<file path="src/sv/i2cm_pkg.sv">
// ----------------------------------------------------------------------------
// i2cm_pkg
// Types, codes and phase tables shared by the I2C master byte engine.
// ----------------------------------------------------------------------------
`default_nettype none

package i2cm_pkg;

   // Opcodes carried by a request transaction
   localparam logic [2:0] OPC_TICK  = 3'd0;
   localparam logic [2:0] OPC_START = 3'd1;
   localparam logic [2:0] OPC_STOP  = 3'd2;
   localparam logic [2:0] OPC_WRITE = 3'd3;
   localparam logic [2:0] OPC_READ  = 3'd4;

   localparam int unsigned BITS_PER_BYTE = 8;
   localparam logic [7:0]  MSB_MASK      = 8'h80;

   // Phase bounds of each command
   localparam logic [4:0] WR_BIT_PHASES = 5'(3 * BITS_PER_BYTE);
   localparam logic [4:0] WR_ACK_SAMPLE = 5'(3 * BITS_PER_BYTE + 1);
   localparam logic [4:0] WR_LAST       = 5'(3 * BITS_PER_BYTE + 2);
   localparam logic [4:0] RD_BIT_LAST   = 5'(2 * BITS_PER_BYTE);
   localparam logic [4:0] RD_ACK_DRIVE  = 5'(2 * BITS_PER_BYTE + 1);
   localparam logic [4:0] RD_ACK_HIGH   = 5'(2 * BITS_PER_BYTE + 2);
   localparam logic [4:0] RD_ACK_LOW    = 5'(2 * BITS_PER_BYTE + 3);
   localparam logic [4:0] RD_LAST       = 5'(2 * BITS_PER_BYTE + 4);
   localparam logic [4:0] BASIC_LAST    = 5'd3;

   localparam logic [15:0] PHASE_TICKS_RESET = 16'd8;

   // Running command, one-hot
   typedef enum logic [4:0] {
      ST_IDLE  = 5'b00001,
      ST_START = 5'b00010,
      ST_STOP  = 5'b00100,
      ST_WRITE = 5'b01000,
      ST_READ  = 5'b10000
   } cmd_state_type;

   // Pin action taken on the first tick of a phase
   typedef enum logic [2:0] {
      ACT_NONE    = 3'd0,
      ACT_SCL_LOW = 3'd1,
      ACT_SCL_REL = 3'd2,
      ACT_SDA_LOW = 3'd3,
      ACT_SDA_REL = 3'd4
   } act_type;

   typedef struct packed {
      logic [2:0] opcode;
      logic [7:0] tx_byte;
      logic       send_ack;
      logic       sda_in;
   } req_type;

   typedef struct packed {
      logic       scl_drive_low;
      logic       sda_drive_low;
      logic       busy_res;
      logic       done_res;
      logic [7:0] rx_byte;
      logic       ack_seen;
   } rsp_type;

   // Phase modulo 3 by reciprocal: floor(p/3) == (p*11)>>5 for any 5-bit p
   function automatic logic [1:0] phase_mod3(input logic [4:0] p);
      logic [8:0] prod;
      logic [3:0] quo;
      logic [4:0] rem;
      prod = {4'b0, p} * 9'd11;
      quo  = prod[8:5];
      rem  = p - 5'({1'b0, quo} * 5'd3);
      return rem[1:0];
   endfunction

   function automatic logic [4:0] last_phase(input cmd_state_type cmd);
      logic [4:0] lp;
      lp = BASIC_LAST;
      if (cmd == ST_WRITE) lp = WR_LAST;
      if (cmd == ST_READ)  lp = RD_LAST;
      return lp;
   endfunction

   function automatic act_type phase_action(input cmd_state_type cmd,
                                            input logic [4:0]    p,
                                            input logic          msb,
                                            input logic          ack_sel);
      act_type act;
      act = ACT_NONE;
      unique case (cmd)
         ST_START: begin
            case (p[1:0])
               2'd0:    act = ACT_SDA_REL;
               2'd1:    act = ACT_SCL_REL;
               2'd2:    act = ACT_SDA_LOW;
               default: act = ACT_SCL_LOW;
            endcase
         end
         ST_STOP: begin
            case (p[1:0])
               2'd0:    act = ACT_SDA_LOW;
               2'd1:    act = ACT_SCL_REL;
               2'd2:    act = ACT_SDA_REL;
               default: act = ACT_NONE;
            endcase
         end
         ST_WRITE: begin
            if (p < WR_BIT_PHASES) begin
               case (phase_mod3(p))
                  2'd0:    act = msb ? ACT_SDA_REL : ACT_SDA_LOW;
                  2'd1:    act = ACT_SCL_REL;
                  default: act = ACT_SCL_LOW;
               endcase
            end else if (p == WR_BIT_PHASES) begin
               act = ACT_SDA_REL;
            end else if (p == WR_ACK_SAMPLE) begin
               act = ACT_SCL_REL;
            end else begin
               act = ACT_SCL_LOW;
            end
         end
         ST_READ: begin
            if (p == 5'd0) begin
               act = ACT_SDA_REL;
            end else if (p <= RD_BIT_LAST) begin
               act = p[0] ? ACT_SCL_REL : ACT_SCL_LOW;
            end else if (p == RD_ACK_DRIVE) begin
               act = ack_sel ? ACT_SDA_LOW : ACT_SDA_REL;
            end else if (p == RD_ACK_HIGH) begin
               act = ACT_SCL_REL;
            end else if (p == RD_ACK_LOW) begin
               act = ACT_SCL_LOW;
            end else begin
               act = ACT_SDA_REL;
            end
         end
         default: act = ACT_NONE;
      endcase
      return act;
   endfunction

   // SDA is sampled at the end of this phase
   function automatic logic phase_samples(input cmd_state_type cmd,
                                          input logic [4:0]    p);
      logic samp;
      samp = 1'b0;
      if (cmd == ST_WRITE) samp = (p == WR_ACK_SAMPLE);
      if (cmd == ST_READ)  samp = (p != 5'd0) && (p <= RD_BIT_LAST) && p[0];
      return samp;
   endfunction

endpackage

`default_nettype wire

</file>
<file path="src/sv/i2cm_req_stage.sv">
// ----------------------------------------------------------------------------
// i2cm_req_stage
// Input register: captures one request transaction per cycle while not stalled.
// ----------------------------------------------------------------------------
`default_nettype none

module i2cm_req_stage
   import i2cm_pkg::*;
(
   input  wire logic    clock,
   input  wire logic    reset,
   input  wire logic    req_valid,
   output logic         req_stall,
   input  wire req_type req_data,
   input  wire logic    advance,
   output logic         stage_valid,
   output req_type      stage_data
);

   logic    valid_ff;
   logic    valid_in;
   req_type data_ff;

   // Stall only while a held item cannot move on
   assign req_stall = valid_ff & ~advance;
   assign valid_in  = req_stall ? valid_ff : req_valid;

   always_ff @(posedge clock) begin
      if (reset) begin
         valid_ff <= 1'b0;
      end else begin
         valid_ff <= valid_in;
      end
   end

   // Load payload on accept
   always_ff @(posedge clock) begin
      if (req_valid && !req_stall) begin
         data_ff <= req_data;
      end
   end

   assign stage_valid = valid_ff;
   assign stage_data  = data_ff;

endmodule

`default_nettype wire

</file>
<file path="src/sv/i2cm_step_core.sv">
// ----------------------------------------------------------------------------
// i2cm_step_core
// Bus command state and the one-tick update of pins, counters and data.
// ----------------------------------------------------------------------------
`default_nettype none

module i2cm_step_core
   import i2cm_pkg::*;
(
   input  wire logic        clock,
   input  wire logic        reset,
   input  wire logic        fire,
   input  wire req_type     stage_data,
   input  wire logic        csr_write,
   input  wire logic [15:0] csr_data,
   output rsp_type          rsp_next
);

   cmd_state_type st_ff, st_in;
   logic [4:0]    phase_ff, phase_in;
   logic [15:0]   tick_ff, tick_in;
   logic [7:0]    shift_ff, shift_in;
   logic          ack_choice_ff, ack_choice_in;
   logic          scl_ff, scl_in;
   logic          sda_ff, sda_in_nx;
   logic          ack_flag_ff, ack_flag_in;
   logic [7:0]    rx_ff, rx_in;
   logic [15:0]   phase_ticks_ff;

   cmd_state_type dec_cmd;
   act_type       act;
   logic          samp;
   logic          done;
   logic          phase_end;
   logic [15:0]   tick_next;
   logic [15:0]   limit;

   // Decode opcode; unused codes act as tick only
   always_comb begin
      unique case (stage_data.opcode)
         OPC_START: dec_cmd = ST_START;
         OPC_STOP:  dec_cmd = ST_STOP;
         OPC_WRITE: dec_cmd = ST_WRITE;
         OPC_READ:  dec_cmd = ST_READ;
         default:   dec_cmd = ST_IDLE;
      endcase
   end

   assign limit = (phase_ticks_ff == 16'd0) ? 16'd1 : phase_ticks_ff;

   // One tick of bus timing
   always_comb begin
      st_in         = st_ff;
      phase_in      = phase_ff;
      tick_in       = tick_ff;
      shift_in      = shift_ff;
      ack_choice_in = ack_choice_ff;
      scl_in        = scl_ff;
      sda_in_nx     = sda_ff;
      ack_flag_in   = ack_flag_ff;
      rx_in         = rx_ff;
      done          = 1'b0;
      act           = ACT_NONE;
      samp          = 1'b0;
      phase_end     = 1'b0;
      tick_next     = 16'd0;

      // Start a command only when idle
      if (st_ff == ST_IDLE && dec_cmd != ST_IDLE) begin
         st_in    = dec_cmd;
         phase_in = 5'd0;
         tick_in  = 16'd0;
         if (dec_cmd == ST_WRITE) shift_in = stage_data.tx_byte;
         if (dec_cmd == ST_READ) begin
            shift_in      = 8'd0;
            ack_choice_in = stage_data.send_ack;
         end
      end

      if (st_in != ST_IDLE) begin
         act  = phase_action(st_in, phase_in, |(shift_in & MSB_MASK), ack_choice_in);
         samp = phase_samples(st_in, phase_in);
         case (act)
            ACT_SCL_LOW: scl_in    = 1'b1;
            ACT_SCL_REL: scl_in    = 1'b0;
            ACT_SDA_LOW: sda_in_nx = 1'b1;
            ACT_SDA_REL: sda_in_nx = 1'b0;
            default: ;
         endcase

         tick_next = tick_in + 16'd1;
         phase_end = (tick_next >= limit) || (tick_next == 16'd0);
         tick_in   = tick_next;

         if (phase_end) begin
            if (samp) begin
               if (st_in == ST_WRITE) ack_flag_in = ~stage_data.sda_in;
               else                   shift_in    = {shift_in[6:0], stage_data.sda_in};
            end
            // Move to next data bit after its SCL-low phase
            if (st_in == ST_WRITE && phase_in < WR_BIT_PHASES
                && phase_mod3(phase_in) == 2'd2) begin
               shift_in = {shift_in[6:0], 1'b0};
            end
            tick_in = 16'd0;
            if (phase_in >= last_phase(st_in)) begin
               if (st_in == ST_READ) rx_in = shift_in;
               st_in    = ST_IDLE;
               phase_in = 5'd0;
               done     = 1'b1;
            end else begin
               phase_in = phase_in + 5'd1;
            end
         end
      end
   end

   always_ff @(posedge clock) begin
      if (reset) begin
         st_ff         <= ST_IDLE;
         phase_ff      <= 5'd0;
         tick_ff       <= 16'd0;
         shift_ff      <= 8'd0;
         ack_choice_ff <= 1'b0;
         scl_ff        <= 1'b0;
         sda_ff        <= 1'b0;
         ack_flag_ff   <= 1'b0;
         rx_ff         <= 8'd0;
      end else if (fire) begin
         st_ff         <= st_in;
         phase_ff      <= phase_in;
         tick_ff       <= tick_in;
         shift_ff      <= shift_in;
         ack_choice_ff <= ack_choice_in;
         scl_ff        <= scl_in;
         sda_ff        <= sda_in_nx;
         ack_flag_ff   <= ack_flag_in;
         rx_ff         <= rx_in;
      end
   end

   // Phase length register
   always_ff @(posedge clock) begin
      if (reset) begin
         phase_ticks_ff <= PHASE_TICKS_RESET;
      end else if (csr_write) begin
         phase_ticks_ff <= csr_data;
      end
   end

   assign rsp_next.scl_drive_low = scl_in;
   assign rsp_next.sda_drive_low = sda_in_nx;
   assign rsp_next.busy_res      = (st_in != ST_IDLE);
   assign rsp_next.done_res      = done;
   assign rsp_next.rx_byte       = rx_in;
   assign rsp_next.ack_seen      = ack_flag_in;

endmodule

`default_nettype wire

</file>
<file path="src/sv/i2cm_rsp_stage.sv">
// ----------------------------------------------------------------------------
// i2cm_rsp_stage
// Result register: holds one response transaction until it is taken.
// ----------------------------------------------------------------------------
`default_nettype none

module i2cm_rsp_stage
   import i2cm_pkg::*;
(
   input  wire logic    clock,
   input  wire logic    reset,
   input  wire logic    stage_valid,
   input  wire rsp_type rsp_next,
   output logic         advance,
   output logic         rsp_valid,
   input  wire logic    rsp_stall,
   output rsp_type      rsp_data
);

   logic    valid_ff;
   rsp_type data_ff;

   // Move on when the register is empty or being drained
   assign advance = ~valid_ff | ~rsp_stall;

   always_ff @(posedge clock) begin
      if (reset) begin
         valid_ff <= 1'b0;
      end else if (advance) begin
         valid_ff <= stage_valid;
      end
   end

   always_ff @(posedge clock) begin
      if (advance && stage_valid) begin
         data_ff <= rsp_next;
      end
   end

   assign rsp_valid = valid_ff;
   assign rsp_data  = data_ff;

endmodule

`default_nettype wire

</file>
<file path="src/sv/i2c_master_byte_engine.sv">
// ----------------------------------------------------------------------------
// i2c_master_byte_engine
// Open-drain I2C master running START, STOP, byte write and byte read,
// one bus tick per request transaction.
// ----------------------------------------------------------------------------
//  channel | direction | handshake            | payload
//  req_    | in        | req_valid/req_stall  | req_type: opcode, tx_byte, send_ack, sda_in
//  rsp_    | out       | rsp_valid/rsp_stall  | rsp_type: pins, busy, done, rx_byte, ack
//  csr_    | in        | csr_valid/csr_ready  | csr_data: phase_ticks (16 bit)
//
//  One transaction per cycle sustained while rsp_stall is low; a tick's result
//  passes through the input register, then one update pass into the result
//  register, and is held there on rsp_ until it is taken.
//  Synchronous active-high reset clears state; phase_ticks returns to 8.
//  rsp_stall holds the result register and, once the input register is full,
//  raises req_stall in the same cycle. csr_ready is always high.
// ----------------------------------------------------------------------------
`default_nettype none

module i2c_master_byte_engine
   import i2cm_pkg::*;
(
   input  wire logic        clock,
   input  wire logic        reset,
   input  wire logic        req_valid,
   output logic             req_stall,
   input  wire req_type     req_data,
   output logic             rsp_valid,
   input  wire logic        rsp_stall,
   output rsp_type          rsp_data,
   input  wire logic        csr_valid,
   output logic             csr_ready,
   input  wire logic [15:0] csr_data
);

   logic    advance;
   logic    stage_valid;
   req_type stage_data;
   rsp_type rsp_next;

   assign csr_ready = 1'b1;

   i2cm_req_stage u_req (
      .clock      (clock),
      .reset      (reset),
      .req_valid  (req_valid),
      .req_stall  (req_stall),
      .req_data   (req_data),
      .advance    (advance),
      .stage_valid(stage_valid),
      .stage_data (stage_data)
   );

   i2cm_step_core u_core (
      .clock     (clock),
      .reset     (reset),
      .fire      (stage_valid & advance),
      .stage_data(stage_data),
      .csr_write (csr_valid & csr_ready),
      .csr_data  (csr_data),
      .rsp_next  (rsp_next)
   );

   i2cm_rsp_stage u_rsp (
      .clock      (clock),
      .reset      (reset),
      .stage_valid(stage_valid),
      .rsp_next   (rsp_next),
      .advance    (advance),
      .rsp_valid  (rsp_valid),
      .rsp_stall  (rsp_stall),
      .rsp_data   (rsp_data)
   );

endmodule

`default_nettype wire

</file>
<file path="config.mk">
export PLATFORM = sky130hd
export DESIGN_NAME = i2c_master_byte_engine
export DESIGN_NICKNAME = d
export VERILOG_FILES = /design/src/sv/i2cm_pkg.sv /design/src/sv/i2cm_req_stage.sv /design/src/sv/i2cm_step_core.sv /design/src/sv/i2cm_rsp_stage.sv /design/src/sv/i2c_master_byte_engine.sv
export SDC_FILE = /design/constraint.sdc
export NUM_CORES = 1
export LEC_CHECK = 0
export BUFFER_PORTS_ARGS = -buffer_cell sky130_fd_sc_hd__buf_2
export CORE_MARGIN = 1
export CORE_UTILIZATION = 50
export CTS_BUF_LIST = sky130_fd_sc_hd__clkbuf_2 sky130_fd_sc_hd__clkbuf_4 sky130_fd_sc_hd__clkbuf_8
export CTS_CLUSTER_DIAMETER = 120
export DETAILED_ROUTE_END_ITERATION = 10
export PLACE_DENSITY = 0.73
export SLEW_MARGIN = 40
export SYNTH_ARGS = -nofsm -noshare
export SYNTH_HDL_FRONTEND = slang
export SYNTH_SLANG_ARGS = --single-unit
</file>
<file path="constraint.sdc">
create_clock -name clock -period 6.06 [get_ports clock]
set_input_delay 1.212 -clock clock [delete_from_list [all_inputs] [get_ports clock]]
set_output_delay 1.212 -clock clock [all_outputs]
set_load 0.02 [all_outputs]
</file>
# After elaboration in Yosys (flattened, before gate mapping)
# Cells that the tools add are included.
# totals
regBits	90
elab_cells	140
# classes
add_sub_neg	3
muxes	59
bitwise_logic	7
order_cmp	4
n_reduce_logical	16
multipliers	2
eq_ne	27
# ops
op	n
$mux 8	12
$mux 16	4
$mux 5	12
$eq 5x5->1 const B	7
$logic_not 16->1	2
$mux 3	10
$pmux 5 s4	1
$pmux 3 s3	2
$add 16x1->16 const B	1
$ge 16x16->1	1
$ne 5x1->1 const B	3
$eq 3x2->1 const B	4
$mux 1	12
$pmux 3 s4	1
$eq 5x4->1 const B	2
$mul 5x4->9 const B	1
$logic_and 1x1->1	7
$eq 3x1->1 const B	2
$eq 3x3->1 const B	2
$pmux 3 s2	1
$add 5x1->5 const B	1
$eq 5x1->1 const B	1
$eq 5x2->1 const B	1
$eq 5x3->1 const B	1
18 further kinds	27

# Longest topological paths before layout
# Gate-level depths: netlist of run 1.
# logic_depth
word_depth	16
ltp_mapped	21
mapped_depth_nobuf	17

# By module
# Synthesis of run 1 repeated with hierarchy kept, for this count alone.
# hier_totals
cells_unflattened	655
hier_area_um2	5765.5
# modules_own_cells
mod	cells_each	n_inst	area_each_um2
i2cm_step_core	617	1	4878.4
i2cm_req_stage	17	1	440.4
i2cm_rsp_stage	18	1	429.2
i2c_master_byte_engine	3	1	17.5

# Least setup slack after synthesis of run 1
# OpenSTA, ideal clock, no wires.
# synth_timing
path_kind	reg-to-reg
startpoint	register u_req.data_ff (netlist bit u_req.stage_data[12])
endpoint	register u_core.shift_ff[2]
path_stages_with_launch	19
t_arrival_ns	4.690
setup_ns	0.075
path_slack_ns	1.296
path_buffers	3
path_cell_list	edfxtp_1 -> buf_2 -> or3_4 -> nand4_1 -> clkbuf_1 -> clkbuf_1 -> and2_1 -> ha_1 -> ha_1 -> ha_1 -> inv_1 -> nor4_1 -> a221oi_1 -> xnor2_1 -> nand3_1 -> a21oi_2 -> mux2_2 -> or3_1 -> a31oi_1
# synth_between
elab_chain_len	14
# synth_rtl
item	line_no	text
start: declaration	i2cm_req_stage.sv:22	req_type data_ff;
start signal: assignment	i2cm_req_stage.sv:39	data_ff <= req_data;
$eq 3x3->1 (tied with other cells)	i2cm_step_core.sv:40	unique case (stage_data.opcode)
$pmux 5 s4 (*)	i2cm_step_core.sv:40	
branches (longest 11 deep; another with $mul 5x4->9)	--	
$mux 8 (*)	i2cm_step_core.sv:80	if (st_in != ST_IDLE) begin
end signal: assignment	i2cm_step_core.sv:133	shift_ff <= shift_in;
end: declaration	i2cm_step_core.sv:22	logic [7:0] shift_ff, shift_in;
# Every way passes the cells marked *. The select of a mux whose other input is x is not followed.
# A chain may end at the register's enable or synchronous reset.

# Final worst setup path of run 1
# layout_timing
startpoint	register u_req.data_ff (netlist bit u_req.stage_data[11])
endpoint	register u_core.shift_ff[3]
# Same word-level chain as after synthesis.

==> results by group, run 1 <==
Power and ir drop
  • Int Power: 1.00 mW
  • Worst VDD drop: 214 µV
  • Pwr/cell area: 216 nW/µm²
  • Logic pwr share: 0.109
  • Final Power: 1.34 mW
  • Switching portion of total power: 0.250
  • Seq pwr share: 0.489
  • Psw: 0.333 mW
  • Clock network power share: 0.402
  • Leak: about 2.4 nW

Clocking
  • Htree depth: 3
  • Clk sinks: 90
  • CTS tree: done
  • Max Root-Sink Buffers: 2
  • Post-CTS sizing: 0
  • Latest clock arrival within the worst-skew pair: 0.37 ns
  • Post-CTS setup buffers: 0
  • Cts hold-fix bufs: 0
  • Worst-path clk slew: around 0.10 ns
  • CTS Buf Count: 9
  • Root buffer cell: clkbuf_8

Global routing
  • Aggregate global-route resource usage: 0.249
  • First-pass GRT wire length: about 23000 µm
  • Largest net degree at the start of global routing: 57
  • Vias in the first global route: 4703
  • Initial antenna violation count: 0
  • Gr ovfl total: 0

Layout
  • Diodes inserted: 0
  • Layout cell share with drive strength beyond 1: 0.130
  • Nets: around 760
  • Finished Layout Cells: 834
  • Syn-to-layout area delta: 10.8%
  • Final Cell Area: roughly 6200 µm²

Timing
  • Finish-stage setup viols: 0
  • Tcrit/Tclk final: 0.876
  • Worst-margin pin slew: 0.699 ns
  • Max Clk Rate: 0.188 GHz
  • Unrepaired setup endpoints after global routing: no
  • Max-slew headroom: 0.533
  • Hold Violations, Final: 0
  • Final min period: 5.31 ns
  • Max Clock Skew: 0.0144 ns
  • Hold slack: 0.482 ns
  • Setup TNS: 0 ns
  • Max Slew Vio Count: 0

Setup path
  • Reg2Reg Setup Slack: 0.75 ns
  • Critical-path top delay cell: edfxtp_1
  • Reg2reg end: u_core.shift_ff[3]
  • Nature of the critical path startpoint: flop
  • Crit-path cells: or3_4 > nand4_1 > buf_4 > and2_1 > ha_1 > nand2_1 > nor4_1 > nand2_1 > xor2_1 > nor2_1 > ha_1 > a2111oi_0 > nand2_1 > a21oi_1 > o22a_2 > buf_4 > nand2b_4 > nand3_1 > a31oi_1
  • CP endpoint kind: flop
  • CP bufs+invs: 2
  • Critical Path AT: 5.60 ns
  • WS Path Type: flop to flop
  • Worst Path Required: 6.35 ns
  • CP max FO: 24
  • R2R cell count: 19
  • CP dominant cell by count: nand2_1
  • Worst r2r src: u_req.stage_data[11]
  • CP peak stage delay: 0.54 ns
  • Top delay family on crit path: simple AND/OR/NAND/NOR gates

Die
  • Row count: 38
  • Starting Density: 0.515
  • Io pins: 50
  • Die area: 11600 µm²
  • Core box area: 10800 µm²
  • Die width: 108 µm
  • Die height: 108 µm

Detailed routing
  • Pre-antenna DRT Iters: 8
  • Number of routed nets with antenna violations: 0
  • Routed vias: approximately 5000
  • Via density: 6.10
  • DR WL/cell: 16.8 µm
  • Detailed router's first-iteration violation count: a little over 400
  • # DRC: 0
  • Routed WL: 14000 µm

Yosys
  • Mapped Area: between 5000 and 6000 µm²
  • Post-synthesis async set-or-reset flop share: 0
  • Area contributors post-synth: dfxtp_1 (23%), edfxtp_1 (14%), ha_1 (7.6%)
  • Leading area contributor after synthesis: dfxtp_1
  • Synth Instances: 659
  • Sequential share of the synthesized area: 0.369
  • Synth unique cells: 70
  • Post-Syn Nets: around 730
  • Post-Syn Area per Cell: 8.48 µm²
  • Top FF cell, synth: dfxtp_1
  • Post-synth top area share: 0.229
  • Flops & latches, synth: 90
  • Post-synth EDFFs: 26
  • Yosys warns: 0

Run status
  • Status: completed

Worst hold path
  • Hold Path Depth: 2
  • Worst hold start: u_core.shift_ff[6]
  • Worst Hold End: u_core.shift_ff[6]
  • Min-Delay Path Class: flop to flop

Placed design
  • Post-placement cell count: 818
  • Port Buffers: between 40 and 50
  • Detailed Place HPWL: around 10000 µm
  • Gp weighted congestion: 0.906
  • Placed Area: 5920 µm²

Flow run
  • Max_cap viols: 0
==> worst min-delay path, stage by stage, from the launching register on <==
cell and delay [ns]:
dfxtp_1 0.33, nand2_1 0.05, a31oi_1 0.06
==> state kept, by name (all words and copies together), names as in the netlist <==
name	cells
u_core.phase_ticks_ff	16
u_core.tick_ff	16
u_req.stage_data	13
u_rsp.rsp_data	13
u_core.rx_ff	8
u_core.shift_ff	8
u_core.phase_ff	5
u_core.st_ff	5
u_core.ack_choice_ff	1
u_core.ack_flag_ff	1
u_core.scl_ff	1
u_core.sda_ff	1
u_req.stage_valid	1
u_rsp.rsp_valid	1
==> worst max path at each step <==
stage | slack [ns] | end | cells past startpoint | from
after floorplan | 1.30 | u_core.shift_ff[2] | 18 | u_req.stage_data[12]
after global placement | 1.08 | u_core.shift_ff[2] | 17 | u_core.st_ff[4]
after detailed placement | 0.87 | u_rsp.rsp_data[7] | 18 | u_req.stage_data[11]
after CTS | 0.81 | u_core.shift_ff[3] | 19 | u_req.stage_data[11]
after global routing | 0.34 | u_core.phase_ff[1] | 19 | u_req.stage_data[11]
final | 0.75 | u_core.shift_ff[3] | 19 | u_req.stage_data[11]
==> layer usage <==
layer	vias to the layer above	share of wire	wire (µm)	GRT usage
li1	2459	-	-	-
met1	2407	0.46	6450	0.335
met2	199	0.46	6390	0.393
met3	25	0.060	836	0.0345
met4	0	0.026	360	0.115
met5	-	0	0	0
==> cells in the final DEF (no fill, tap or decap), drive strengths merged, types with 27 or more instances in the layout <==
cell type and n:
nand2 65, dfxtp 64, nor2 62, buf 55
nand3 50, a21oi 46, inv 37, ha 34
mux2i 30, o21ai 27
==> cell families (layout without fill, tap and decap cells) <==
| family | Yosys count | count (layout) | share of synthesized area |
|---|---|---|---|
| and+or+nand+nor | 256 | 256 | 0.229 |
| AOI/OAI and AO/OA | 145 | 145 | 0.167 |
| DFF | 90 | 90 | 0.369 |
| buffers and inverters | 73 | 108 | 0.0508 |
| muxes | 40 | 40 | 0.0739 |
| adders and majority gates | 35 | 35 | 0.0797 |
| xor gates and xnor gates | 19 | 19 | 0.0298 |
| other | 1 | 1 | 0.000671 |
==> synthesized netlist by cell type, types with 5 or more instances <==
cell	n
ha_1	34
nor3_1	8
a21oi_1	45
xnor2_1	15
inv_1	36
mux2_1	7
nand2_1	65
nor2b_1	8
o21a_1	7
a21o_1	9
dfxtp_1	64
nor4_1	18
clkbuf_1	27
o21ai_0	25
buf_2	5
or4_1	5
and2_1	6
edfxtp_1	26
a31oi_1	16
mux2i_1	30
nand2b_1	7
nor2_1	60
nand3_1	50
nand4_1	8
==> through the flow <==
| stage | worst slack, ns | utilization |
|---|---|---|
| after floorplan | 1.30 | - |
| after global placement | 1.08 | 0.546 |
| after detailed placement | 0.874 | 0.546 |
| after CTS | 0.807 | 0.571 |
| after global routing | 0.337 | 0.571 |
| final | 0.753 | 0.571 |
==> cell type report <==
type,instances,area [µm²]
Clock buffer,9,124
Clock inverter,7,141
Fill cell,963,4650
Inverter,37,139
Multi-Input combinational cell,496,3260
Sequential cell,90,2060
Tap cell,140,175
Timing Repair Buffer,55,293
==> power groups by stage <==
| stage | clock (mW) | combinational, mW | sequential [mW] |
|---|---|---|---|
| floorplan | 0 | 0.0986 | 0.664 |
| global placement | 0 | 0.137 | 0.666 |
| detailed placement | 0 | 0.142 | 0.666 |
| CTS | 0.539 | 0.144 | 0.652 |
| global route | 0.559 | 0.160 | 0.655 |
| finish | 0.537 | 0.145 | 0.653 |
No activity file was read; power rests on OpenSTA's default activity.
==> run 2: changes to the inputs <==
--- a/config.mk
+++ b/config.mk
@@ -7,11 +7,12 @@
 export LEC_CHECK = 0
 export BUFFER_PORTS_ARGS = -buffer_cell sky130_fd_sc_hd__buf_2
 export CORE_MARGIN = 1
-export CORE_UTILIZATION = 50
+export CORE_UTILIZATION = 60
 export CTS_BUF_LIST = sky130_fd_sc_hd__clkbuf_2 sky130_fd_sc_hd__clkbuf_4 sky130_fd_sc_hd__clkbuf_8
 export CTS_CLUSTER_DIAMETER = 120
 export DETAILED_ROUTE_END_ITERATION = 10
-export PLACE_DENSITY = 0.73
+export PLACE_DENSITY = 0.84
+export REMOVE_ABC_BUFFERS = 1
 export SLEW_MARGIN = 40
 export SYNTH_ARGS = -nofsm -noshare
 export SYNTH_HDL_FRONTEND = slang
==> constraint.sdc (replaced) <==
create_clock -name clock -period 5.56 [get_ports clock]
set_input_delay 1.112 -clock clock [delete_from_list [all_inputs] [get_ports clock]]
set_output_delay 1.112 -clock clock [all_outputs]
set_load 0.02 [all_outputs]
==> run 2 against run 1 <==
Fmax is 0.90% higher. Critical path type unchanged. Utilization rose by 12 points. Flip-flop and latch count unchanged. Critical endpoint is now u_rsp.rsp_data[2]. Largest cell class unchanged. Hold slack better by 0.0091 ns. Combinational power is 13% higher.
==> results by group, run 2 (synthesis gave the netlist of run 1 again) <==
Flow run
  • Max_cap viols: 0

Timing
  • Tcrit/Tclk final: 0.946
  • Max-slew headroom: 0.468
  • Max Clk Rate: roughly 0.19 GHz
  • Max Slew Vio Count: 0
  • Finish-stage setup viols: 0
  • Final min period: around 5.3 ns
  • Hold Violations, Final: 0
  • Worst-margin pin slew: 0.798 ns
  • Max Clock Skew: 0.0106 ns
  • Unrepaired setup endpoints after global routing: no
  • Setup TNS: 0 ns

Detailed routing
  • Routed vias: 5232
  • DR WL/cell: about 18 µm
  • Number of routed nets with antenna violations: 0
  • Routed WL: about 14000 µm
  • Pre-antenna DRT Iters: 8
  • # DRC: 0
  • Detailed router's first-iteration violation count: 540
  • Via density: 6.49

Layout
  • Final-layout fill cell count: 685
  • Nets: 762
  • Register Area: 2060 µm²
  • Diodes inserted: 0
  • Largest registers: u_core.phase_ticks_ff (16), u_core.tick_ff (16)
  • Multi-input logic area: 3250 µm²
  • Syn-to-layout area delta: 9.83%
  • Layout cell share with drive strength beyond 1: 0.133
  • Most frequent cells in the layout: nand2_1 (64), dfxtp_1 (64), nor2_1 (59), nand3_1 (50), buf_2 (48)

Setup path
  • WS Path Type: flop to flop
  • CP max FO: 11
  • Critical Path AT: 5.37 ns
  • Reg2Reg Setup Slack: 0.30 ns
  • Reg2reg end: u_rsp.rsp_data[2]
  • R2R cell count: 18
  • CP endpoint kind: flop
  • Nature of the critical path startpoint: flop
  • Worst Path Required: around 5.7 ns
  • Worst r2r src: u_req.stage_data[11]

Clocking
  • Post-CTS setup buffers: 0
  • CTS tree: done
  • Clk sinks: 90
  • Root buffer cell: clkbuf_8
  • Max Root-Sink Buffers: 2
  • Htree depth: 3
  • Post-CTS sizing: 0
  • CTS Buf Count: 9
  • Worst-path clk slew: 0.09 ns
  • Latest clock arrival within the worst-skew pair: about 0.36 ns
  • Cts hold-fix bufs: 0

Global routing
  • Initial antenna violation count: 0
  • Largest net degree at the start of global routing: 38
  • Vias in the first global route: ~5000
  • Gr ovfl total: 0
  • First-pass GRT wire length: 23700 µm
  • Aggregate global-route resource usage: 0.303

Placed design
  • Detailed Place HPWL: 10100 µm
  • Port Buffers: between 40 and 50
  • Gp weighted congestion: 0.952

Power and ir drop
  • Final Power: 1.37 mW
  • Worst VDD drop: between 200 and 300 µV
  • Pwr/cell area: 224 nW/µm²
  • Leak: 2.40 nW

Worst hold path
  • Worst hold start: u_core.shift_ff[1]
  • Min-Delay Path Class: flop to flop
  • Worst Hold End: u_core.shift_ff[1]
  • Hold Path Depth: 2

Die
  • Core box area: 8850 µm²
  • Die area: 9700 µm²
  • Die width: 98.5 µm
  • Die height: between 90 and 100 µm
  • Starting Density: 0.631
  • Row count: 34
  • Io pins: 50

Run status
  • Status: completed
==> run 2: cell count changes in the layout (fill, tap and decap cells not counted), sizes merged <==
| cell | previous run | this run |
|---|---|---|
| inv | 37 | 39 |
| clkinvlp | 1 | 2 |
| clkinv | 2 | 1 |
| bufinv | 4 | 2 |
| buf | 55 | 59 |
==> run 2: metrics by stage <==
stage	utilization	hold WS [ns]	std cells	worst slack [ns]	instance area (µm²)
after floorplan	-	0.435	623	0.335	5440
after global placement	0.667	0.457	790	0.712	5910
after detailed placement	0.668	0.469	790	0.379	5910
after CTS	0.693	0.481	806	0.359	6130
after global routing	0.693	0.516	806	0.0352	6140
final	0.693	0.491	806	0.300	6140
==> run 2: routing by layer <==
metal,track usage,share of wire,vias to the layer above
met5,0,0,-
met4,0.110,0.018,0
met3,0.0567,0.076,32
met2,0.507,0.49,244
met1,0.395,0.42,2493
li1,-,-,2463
==> run 2: final cells by class <==
type                            count  share of cell area
Clock inverter                      7              0.0161
Inverter                           37              0.0226
Tap cell                          108              0.0220
Timing Repair Buffer               59              0.0526
Multi-Input combinational cell    496               0.530
Sequential cell                    90               0.336
Clock buffer                        9              0.0202
==> run 2: power by group <==
group | internal, mW | switching, mW | leakage, nW | total (mW)
logic | 0.0561 | 0.108 | 1.52 | 0.164
clock network | 0.256 | 0.241 | 0.105 | 0.498
registers | 0.695 | 0.0165 | 0.773 | 0.711
==> run 2: critical path, cell delays in order (launching register included) <==
cell,delay (ns)
edfxtp_1,0.55
or3_4,0.47
nand4_1,0.37
buf_4,0.23
and2_1,0.18
ha_1,0.26
nand2_1,0.17
nor4_1,0.37
nand2_1,0.13
xor2_1,0.16
nor2_1,0.18
ha_1,0.27
a2111oi_0,0.38
nand2_1,0.09
a21oi_1,0.18
o22a_2,0.22
nor2_2,0.07
nand2_1,0.36
mux2_1,0.38
==> run 2: worst max path at each step <==
stage                                   end  slack (ns)                 start  depth (start not counted)
final                     u_rsp.rsp_data[2]        0.30  u_req.stage_data[11]                         18
after CTS                 u_rsp.rsp_data[2]        0.36  u_req.stage_data[11]                         18
after global routing      u_rsp.rsp_data[2]        0.04  u_req.stage_data[11]                         18
after floorplan             u_core.rx_ff[0]        0.33  u_req.stage_data[11]                         13
after global placement    u_rsp.rsp_data[8]        0.71  u_req.stage_data[11]                         18
after detailed placement  u_rsp.rsp_data[2]        0.38  u_req.stage_data[11]                         18
==> run 3: changes to the inputs <==
--- a/config.mk
+++ b/config.mk
@@ -6,11 +6,13 @@
 export NUM_CORES = 1
 export LEC_CHECK = 0
 export BUFFER_PORTS_ARGS = -buffer_cell sky130_fd_sc_hd__buf_2
+export CAP_MARGIN = 5
 export CORE_MARGIN = 1
 export CORE_UTILIZATION = 60
 export CTS_BUF_LIST = sky130_fd_sc_hd__clkbuf_2 sky130_fd_sc_hd__clkbuf_4 sky130_fd_sc_hd__clkbuf_8
 export CTS_CLUSTER_DIAMETER = 120
 export DETAILED_ROUTE_END_ITERATION = 10
+export GPL_TIMING_DRIVEN = 0
 export PLACE_DENSITY = 0.84
 export REMOVE_ABC_BUFFERS = 1
 export SLEW_MARGIN = 40
==> run 3 against run 2 <==
Total power shrank 3.4%. Sequential share of layout area is 0.10 points higher. Clock skew grew 0.0023 ns. Worst setup slack improved by 0.0039 ns. Register-to-register slack about the same. Critical path type unchanged. Global-route usage is 1.4 points lower. Utilization decreased by 0.21 points.
==> results by group, run 3 (synthesis gave the netlist of run 1 again) <==
Run status
  • Status: completed

Global routing
  • Initial antenna violation count: 0
  • First-pass GRT wire length: 22900 µm
  • GRT met1 Usage: 0.386
  • Gr ovfl total: 0
  • Met3 usage: 0.0454
  • Vias in the first global route: 4937
  • Grt met2 use: 0.478
  • Largest net degree at the start of global routing: 57
  • Aggregate global-route resource usage: 0.289
  • Gr busiest metal: met2

Placed design
  • Port Buffers: 48
  • Placed Area: 5850 µm²
  • Setup slack after placement: -0.105 ns
  • Gp weighted congestion: between 0.9 and 1
  • Detailed Place HPWL: roughly 9600 µm

Layout
  • Nets: approximately 760
  • Most frequent cells in the layout: nand2_1 (65), dfxtp_1 (64), nor2_1 (58), nand3_1 (50), buf_2 (49)
  • Multi-input logic area: 3290 µm²
  • Layout cell share with drive strength beyond 1: 0.134
  • Diodes inserted: 0
  • Register Area: 2060 µm²
  • Largest registers: u_core.phase_ticks_ff (16), u_core.tick_ff (16)
  • Most common cell after layout, fill and taps aside: nand2_1
  • Final Cell Area: 6120 µm²
  • Syn-to-layout area delta: 9.50%
  • Final-layout fill cell count: 685

Worst hold path
  • Worst hold start: u_core.shift_ff[1]
  • Min-Delay Path Class: flop to flop
  • Worst Hold End: u_core.shift_ff[1]
  • Hold Path Depth: 2

Detailed routing
  • Via density: 6.50
  • # DRC: 0
  • Pre-antenna DRT Iters: 7
  • Routed vias: 5210
  • Detailed router's first-iteration violation count: ~520
  • DR WL/cell: 17.2 µm
  • Routed WL: between 10000 and 15000 µm
  • Number of routed nets with antenna violations: 0

Clocking
  • Clk sinks: 90
  • Root buffer cell: clkbuf_8
  • Latest clock arrival within the worst-skew pair: between 0.3 and 0.4 ns
  • Worst-path clk slew: around 0.10 ns
  • CTS Buf Count: 9
  • Htree depth: 3
  • Max Root-Sink Buffers: 2
  • CTS tree: done

Die
  • Core box area: 8850 µm²
  • Starting Density: 0.631
  • Die height: ~98 µm
  • Row count: 34
  • Die width: 98.5 µm
  • Die area: 9700 µm²
  • Io pins: 50

Setup path
  • WS Path Type: flop to flop
  • CP endpoint kind: flop
  • R2R cell count: 18
  • Worst Path Required: between 5 and 6 ns
  • Worst r2r src: u_req.stage_data[11]
  • Nature of the critical path startpoint: flop
  • Reg2reg end: u_rsp.rsp_data[1]
  • Critical Path AT: 5.37 ns
  • CP max FO: 25
  • Reg2Reg Setup Slack: roughly 0.30 ns

Power and ir drop
  • Final Power: about 1.3 mW
  • Leak: 2.38 nW
  • Worst VDD drop: 182 µV
  • Pwr/cell area: 217 nW/µm²

Timing
  • Finish-stage setup viols: 0
  • Tcrit/Tclk final: 0.945
  • Hold slack: 0.481 ns
  • Max Slew Vio Count: 0
  • Setup ws final: 0.304 ns
  • Max Clock Skew: 0.0129 ns
  • Worst-margin pin slew: 0.815 ns
  • Max Clk Rate: 0.190 GHz
  • Unrepaired setup endpoints after global routing: no
  • Hold Violations, Final: 0
  • Max-slew headroom: 0.455
  • Final min period: 5.26 ns

Flow run
  • Max_cap viols: 0
run 3: cell count changes in the layout (fill, tap and decap cells not counted), moves of 2 or more:
cell / delta
clkinvlp_4: -2
buf_4: -7
clkinv_8: +2
bufinv_16: -2
run 3: how the worst max path moves through the flow:
stage                               startpoint  depth (start not counted)                  to  slack (ns)
after floorplan           u_req.stage_data[11]                         13     u_core.rx_ff[0]        0.33
after global placement         u_core.st_ff[4]                         13     u_core.rx_ff[5]       -0.90
after detailed placement       u_core.st_ff[4]                         15  u_core.shift_ff[2]       -0.11
after CTS                 u_req.stage_data[11]                         15  u_core.shift_ff[2]        0.09
after global routing      u_req.stage_data[11]                         18   u_rsp.rsp_data[8]        0.01
final                     u_req.stage_data[11]                         18   u_rsp.rsp_data[1]        0.30
run 3: timing repair:
action,4_1_cts,5_1_grt
gates resized for setup,2,5
hold buffers,0,0
endpoints found under the setup margin,8,17
setup buffers,3,0
run 3: power by group:
group	internal [mW]	total (mW)	switching, mW
Sequential	0.695	0.711	0.0161
Combinational	0.0563	0.163	0.107
Clock	0.180	0.452	0.272
run 3: cell type report:
class | count | area share
multi-input combinational | 496 | 0.538
sequential | 90 | 0.337
timing repair buffer | 54 | 0.0468
inverter | 37 | 0.0227
tap | 108 | 0.0221
clock buffer | 9 | 0.0202
clock inverter | 7 | 0.0133
run 3: critical path, cell delays in order, from the launching register on:
cell and delay, ns:
edfxtp_1 0.54, or3_4 0.47, nand4_1 0.21, buf_6 0.19
and2_1 0.19, ha_1 0.25, nand2_1 0.21, nor4_1 0.27
xnor2_1 0.17, nor2_1 0.11, ha_1 0.24, a21o_1 0.18
a2111oi_0 0.40, nand2_1 0.10, a21oi_1 0.23, o22a_4 0.38
nor2_2 0.13, nand2_1 0.34, mux2_1 0.38
run 3: through the flow:
stage                     instances  TNS [ns]  utilization
final                           801         0        0.691
after global routing            801         0        0.691
after CTS                       801         0        0.688
after detailed placement        782    -0.753        0.661
after global placement          779     -9.50        0.657
after floorplan                 623         0            -
run 3: routing by layer:
| metal | wire length [µm] | share of wire | up-vias |
|---|---|---|---|
| li1 | - | - | 2457 |
| met1 | 5840 | 0.42 | 2433 |
| met2 | 6500 | 0.47 | 283 |
| met3 | 1150 | 0.084 | 37 |
| met4 | 254 | 0.018 | 0 |
| met5 | 0 | 0 | - |
